<file path="config.mk">
export PLATFORM = sky130hd
export DESIGN_NAME = frs_tap_mac
export DESIGN_NICKNAME = d
export VERILOG_FILES = /design/src/rtl/frs_pkg.sv /design/src/rtl/frs_tap_mac.sv
export SDC_FILE = /design/constraint.sdc
export NUM_CORES = 2
export LEC_CHECK = 0
export ABC_AREA = 1
export BUFFER_PORTS_ARGS = -buffer_cell sky130_fd_sc_hd__buf_2
export CAP_MARGIN = 40
export CORE_ASPECT_RATIO = 0.9
export CORE_MARGIN = 5
export CORE_UTILIZATION = 65
export CTS_CLUSTER_SIZE = 25
export DETAILED_ROUTE_END_ITERATION = 7
export GPL_TIMING_DRIVEN = 0
export PLACE_DENSITY_LB_ADDON = 0.15
export REMOVE_ABC_BUFFERS = 1
export SLEW_MARGIN = 40
export SYNTH_ARGS = -nofsm -noshare
export SYNTH_HDL_FRONTEND = slang
export SYNTH_SLANG_ARGS = --single-unit
</file>
<file path="constraint.sdc">
create_clock -name clk -period 9.8 [get_ports clk]
set_input_delay 1.47 -clock clk [delete_from_list [all_inputs] [get_ports clk]]
set_output_delay 1.47 -clock clk [all_outputs]
set_load 0.02 [all_outputs]
</file>
<file path="src/rtl/frs_pkg.sv">
`timescale 1ns / 1ps

package frs_pkg;

  // Sizing of the datapath and the coefficient store.
  localparam int FRAC_BITS   = 12;
  localparam int PHASE_BITS  = 5;
  localparam int MAX_TAPS    = 24;
  localparam int SAMPLE_BITS = 24;
  localparam int PH_DIFF     = FRAC_BITS - PHASE_BITS;
  localparam int COEF_BITS   = 18;
  localparam int COEF_DEPTH  = (1 << PHASE_BITS) * 4 * MAX_TAPS;
  localparam int COEF_AW     = 12;
  localparam int TAP_W       = $clog2(MAX_TAPS + 1);
  localparam int HIST_AW     = $clog2(MAX_TAPS);
  localparam int STEP_BITS   = 16;
  localparam int SF_BITS     = 16;
  localparam int TAPS_BITS   = 5;
  localparam int MODE_BITS   = 2;
  localparam int START_BITS  = 12;
  localparam int SUM_W       = STEP_BITS + 1;
  localparam int RUN_CAP     = 64;
  localparam int RUN_W       = $clog2(RUN_CAP);
  localparam int CFG_IW      = 3;
  localparam int CFG_DW      = 16;

  // Interpolation modes.
  typedef enum logic [MODE_BITS-1:0] {
    MODE_POINT  = 2'd0,
    MODE_LINEAR = 2'd1,
    MODE_FAST   = 2'd2,
    MODE_FULL   = 2'd3
  } mode_t;

  // Configuration register indexes.
  localparam logic [CFG_IW-1:0] CFG_MODE  = 3'd0;
  localparam logic [CFG_IW-1:0] CFG_STEP  = 3'd1;
  localparam logic [CFG_IW-1:0] CFG_TAPS  = 3'd2;
  localparam logic [CFG_IW-1:0] CFG_SCALE = 3'd3;
  localparam logic [CFG_IW-1:0] CFG_START = 3'd4;

  // Input transaction kinds.
  localparam logic ACT_PUSH = 1'b0;
  localparam logic ACT_COEF = 1'b1;

  // Coefficient kinds within one phase row.
  typedef enum logic [1:0] {
    KIND_BASE  = 2'd0,
    KIND_PHASE = 2'd1,
    KIND_SCALE = 2'd2,
    KIND_SCPH  = 2'd3
  } coef_kind_t;

  typedef enum logic [2:0] {
    ST_IDLE,
    ST_SETUP,
    ST_LIN,
    ST_FETCH,
    ST_DRAIN,
    ST_EMIT
  } state_t;

  // Travels with every coefficient read towards the tap datapath.
  typedef struct packed {
    logic                          valid;
    coef_kind_t                    kind;
    logic                          last;
    logic signed [SAMPLE_BITS-1:0] sample;
  } tap_tag_t;

  // Number of history samples one output uses.
  function automatic logic [TAP_W-1:0] window_len(mode_t mode, logic [TAPS_BITS-1:0] taps);
    logic [TAP_W-1:0] t;
    t = TAP_W'(taps);
    if (taps < TAPS_BITS'(4)) t = TAP_W'(4);
    else if (TAP_W'(taps) > TAP_W'(MAX_TAPS)) t = TAP_W'(MAX_TAPS);
    case (mode)
      MODE_POINT:  window_len = TAP_W'(1);
      MODE_LINEAR: window_len = TAP_W'(2);
      default:     window_len = t;
    endcase
  endfunction

  // Clamp a wide signed value to the sample range.
  function automatic logic signed [SAMPLE_BITS-1:0] sat_sample(logic signed [63:0] x);
    logic signed [63:0] hi;
    logic signed [63:0] lo;
    hi = (64'sd1 <<< (SAMPLE_BITS - 1)) - 64'sd1;
    lo = -hi - 64'sd1;
    if (x > hi) sat_sample = SAMPLE_BITS'(hi);
    else if (x < lo) sat_sample = SAMPLE_BITS'(lo);
    else sat_sample = SAMPLE_BITS'(x);
  endfunction

endpackage

</file>
<file path="src/rtl/frs_tap_mac.sv">
`timescale 1ns / 1ps

module frs_tap_mac (
  input  logic                                   clk,
  input  logic                                   rst_n,
  input  logic                                   clr,
  input  frs_pkg::tap_tag_t                      tag,
  input  logic signed [frs_pkg::COEF_BITS-1:0]   rdata,
  input  logic [frs_pkg::SF_BITS-1:0]            sf,
  input  logic [frs_pkg::PH_DIFF-1:0]            pf,
  output logic                                   done,
  output logic signed [frs_pkg::SAMPLE_BITS-1:0] result
);

  localparam int BW = frs_pkg::COEF_BITS + frs_pkg::SF_BITS + 2;
  localparam int PW = BW + frs_pkg::PH_DIFF + 1;
  localparam int CW = frs_pkg::COEF_BITS + 4;
  localparam int MW = CW + frs_pkg::SAMPLE_BITS;
  localparam int AW = MW + frs_pkg::TAP_W;

  frs_pkg::tap_tag_t tag_d_r;
  logic signed [BW-1:0] base_r, slope_r, sf_prod;
  logic s1_valid_r, s1_last_r, s2_valid_r, s2_last_r, s3_valid_r, s3_last_r;
  logic s4_valid_r, s4_last_r, done_r;
  logic signed [BW-1:0] s1_base_r, s1_slope_r, s2_base_r;
  logic signed [frs_pkg::SAMPLE_BITS-1:0] s1_smp_r, s2_smp_r, s3_smp_r;
  logic signed [PW-1:0] s2_prod_r, c32;
  logic signed [CW-1:0] s3_coef_r;
  logic signed [MW-1:0] s4_mul_r;
  logic signed [AW-1:0] acc_r, acc_rnd;

  // Scale factor times the word just read.
  assign sf_prod = BW'($signed({1'b0, sf})) * BW'(rdata);

  // Stage valid flags.
  always_ff @(posedge clk) begin
    if (!rst_n) begin
      s1_valid_r    <= 1'b0;
      s2_valid_r    <= 1'b0;
      s3_valid_r    <= 1'b0;
      s4_valid_r    <= 1'b0;
      done_r        <= 1'b0;
    end else begin
      s1_valid_r    <= tag_d_r.valid && (tag_d_r.kind == frs_pkg::KIND_SCPH);
      s2_valid_r    <= s1_valid_r;
      s3_valid_r    <= s2_valid_r;
      s4_valid_r    <= s3_valid_r;
      done_r        <= s4_valid_r && s4_last_r;
    end
  end

  // Gather the four words of one tap into base and slope.
  always_ff @(posedge clk) begin
    if (!rst_n) begin
      tag_d_r.valid <= 1'b0;
    end else begin
      tag_d_r.valid <= tag.valid;
    end
    tag_d_r.kind   <= tag.kind;
    tag_d_r.last   <= tag.last;
    tag_d_r.sample <= tag.sample;
    if (tag_d_r.valid) begin
      case (tag_d_r.kind)
        frs_pkg::KIND_BASE:  base_r  <= BW'(rdata) <<< 16;
        frs_pkg::KIND_PHASE: slope_r <= BW'(rdata) <<< 16;
        frs_pkg::KIND_SCALE: base_r  <= base_r + sf_prod;
        default: begin
          s1_base_r  <= base_r;
          s1_slope_r <= slope_r + sf_prod;
          s1_smp_r   <= tag_d_r.sample;
          s1_last_r  <= tag_d_r.last;
        end
      endcase
    end
  end

  // Slope times the phase fraction, then the rounded coefficient.
  assign c32 = PW'(s2_base_r) + (s2_prod_r >>> frs_pkg::PH_DIFF);

  always_ff @(posedge clk) begin
    s2_prod_r <= PW'(s1_slope_r) * PW'($signed({1'b0, pf}));
    s2_base_r <= s1_base_r;
    s2_smp_r  <= s1_smp_r;
    s2_last_r <= s1_last_r;
    s3_coef_r <= CW'((c32 + (PW'(1) <<< 15)) >>> 16);
    s3_smp_r  <= s2_smp_r;
    s3_last_r <= s2_last_r;
    s4_mul_r  <= MW'(s3_coef_r) * MW'(s3_smp_r);
    s4_last_r <= s3_last_r;
  end

  // Accumulator over the taps of one output.
  always_ff @(posedge clk) begin
    if (clr) begin
      acc_r <= '0;
    end else if (s4_valid_r) begin
      acc_r <= acc_r + AW'(s4_mul_r);
    end
  end

  assign acc_rnd = (acc_r + (AW'(1) <<< 15)) >>> 16;
  assign result  = frs_pkg::sat_sample(64'(acc_rnd));
  assign done    = done_r;

endmodule

</file>
==> qor.yml <==
run_status:
  status: "complete, no violations"
worst_setup_path:
  worstPathRequired_ns: 10.18
  crit_path_start_kind: "primary input"
  worst-path-max-fanout: 18
  r2r_start: "s3_coef_r[4]$_DFF_P_"
  worstSetupPathType: "primary input to register"
  setup.worst_path.end_class: "register"
  path_delay_family: "adder cells"
  slowest_delay_ns: 0.74
  reg2reg_to: "s4_mul_r[43]$_DFF_P_"
  rrSetupSlack_ns: 2.18
  crit_arrival_ns: 9.31
  crit_top_cell: "fa_1"
  r2r_cells: 21
  cpMaxStageDelayCell: "fa_1"
  cp_num_buf_inv: 6
sta:
  max_freq_ghz: 0.112
  whs_ns: 0.322
  setup_viol: 0
  skew_ns: 0.0205
  finalHoldViolations: 0
  max_slew_margin_pct: 42.4
  fin_crit_ns: 8.93
  layout_setup_ws_ns: 0.872
  tightestPinTransition_ns: 0.865
  fin_crit_sh_pct: 91.1
  final_max_slew_viol_count: 0
  final.setup.tns_ns: 0
  rsz0062_at_grt: "false"
synthesis:
  synth_cells: 8147
  syn_avg_cell_area_sq_um: 7.75
  synth-simple-area-share_pct: 18.9
  muxShareOfSynthArea_pct: 0
  ys_seq_area_share_pct: 15.9
  async_flop_share_pct: 0
  synth-adder-area-share_pct: 42.1
  netlist_area_sq_mm: 0.0632
  ys_warn_count: 0
  ys_types: 50
  synth_top_family_by_area: "adder cells"
  synth-compound-area-share_pct: 6.54
  synth-seq-cells: 427
  ys.flop_type: "dfxtp_1"
  synth_edf_count: 151
  synth-xor-area-share_pct: 2.79
global_routing:
  overflow: 0
  grt_max_degree: 52
  grt_pass1_vias: 54300
  grt_usage_pct: 34.6
  grt_pass1_wl_microns: 286000
  antenna_found_initial: 2
clock_network:
  clockRootBuffer: "clkbuf_16"
  ctsResizeCount: 0
  insertion_delay_ns: 0.63
  clock-sinks: 427
  cts_hold_buf: 0
  cts.reportedPaths.clkPinSlew_ns: 0.07
  htreeDepth: 2
  cts_tree: "done"
  clk_path_buf_depth: 3
  cts_setup_buffers: 0
  cts_made_buffers: 47
place:
  dp_hpwl_microns: 145000
  pre_cts_ws_ns: 0.304
  place.gp.congestion: 0.988
  dpl_cell_area_sq_mm: 0.0647
  io_buffers: 96
die:
  fp.dieW_microns: 339
  pin_count: 97
  core_area_sq_mm: 0.0965
  rows: 108
  initial_core_util_pct: 65.5
  die_h_microns: 306
  dieArea_sq_mm: 0.104
flow_run:
  cap_violations: 0
routing:
  ant_nets: 0
  wl_microns: 176000
  vias: 52000
  avgRoutedWirePerCell_microns: 18.7
  viasPerCell: 5.53
  drt_iter0_markers: 4196
  drt-pass1-iter-count: 6
  route.detailed.drc: 0
min_path:
  min_path_type: "register to register"
  hold_depth: 0
  hold_start: "s2_smp_r[12]$_DFF_P_"
  holdPathEnd: "s3_smp_r[12]$_DFF_P_"
finish:
  fill_cells: 7944
  final_common_cell: "inv_1"
  design_area_sq_mm: 0.0664
  area_growth_pct: 5.11
  fin_nets: 9688
  drive_gt1_share_pct: 4.15
  final_cell_mix: "inv_1, nand2_1, fa_1"
-- cell type report --
type	count	area, sq um	area share (%)
Antenna cell	2	5.00	0.00754
Clock buffer	52	1270	1.91
Clock inverter	36	357	0.537
Inverter	2073	7780	11.7
Multi-Input combinational cell	5432	44500	67.0
Sequential cell	427	10100	15.2
Tap cell	1265	1580	2.38
Timing Repair Buffer	121	777	1.17
-- per-stage QoR --
stage | instances | util (%)
final | 9408 | 68.8
after global routing | 9406 | 68.8
after CTS | 9405 | 68.8
after detailed placement | 9317 | 67.1
after global placement | 9293 | 66.7
after floorplan | 7932 | -
-- cells in the mapped netlist (all sizes together), types with 48 or more instances --
cell,n,area [sq um]
ha,492,6160
xor2,150,1310
a31oi,48,300
fa,1022,20500
dfxtp,276,5530
edfxtp,151,4530
nand2,2025,7700
o21ai,225,1130
clkbuf,206,773
nor2,580,2230
a21oi,324,1620
nand3,203,1030
xnor2,51,447
nor3,61,305
o21bai,51,383
inv,2073,7780
-- kinds of logic (layout without fill, tap and decap cells) --
logic type / Yosys count / in the layout
other: 0 / 2
AO/OA/AOI/OAI: 739 / 739
buffers and inverters: 2288 / 2282
XOR/XNOR: 201 / 201
AND/OR/NAND/NOR: 2978 / 2978
adder cells (fa/ha/maj): 1514 / 1514
flip-flops: 427 / 427
-- how the worst max path moves through the flow --
stage	end	cells after the start	startpoint
CTS	base_r[34]$_DFFE_PP_	28	rdata[17]
global route	base_r[34]$_DFFE_PP_	28	rdata[17]
detailed placement	base_r[34]$_DFFE_PP_	28	rdata[17]
floorplan	base_r[35]$_DFFE_PP_	30	rdata[17]
finish	base_r[34]$_DFFE_PP_	28	rdata[17]
global placement	s1_slope_r[27]$_DFFE_PP_	2	tag_d_r[25]$_DFF_P_
-- registers in the layout, summed over array words and instances (netlist names), 28 cells and up --
name and cells:
acc_r 51, base_r 36, s1_slope_r 36, s1_base_r 36, s2_prod_r 37, tag_d_r 28
s4_mul_r 46, s2_base_r 36
-- layer usage --
metal,part of all wire (%),vias to the layer above,GRT usage [%]
met1,40,25100,45.6
met2,47,2291,57.7
met4,4.7,0,14.3
met3,8.4,468,5.64
met5,0,-,0
li1,-,24200,-
Power is left out: the tool's default activity adds up to more than one toggle a clock period on the data nets, which glitch-free logic cannot reach.
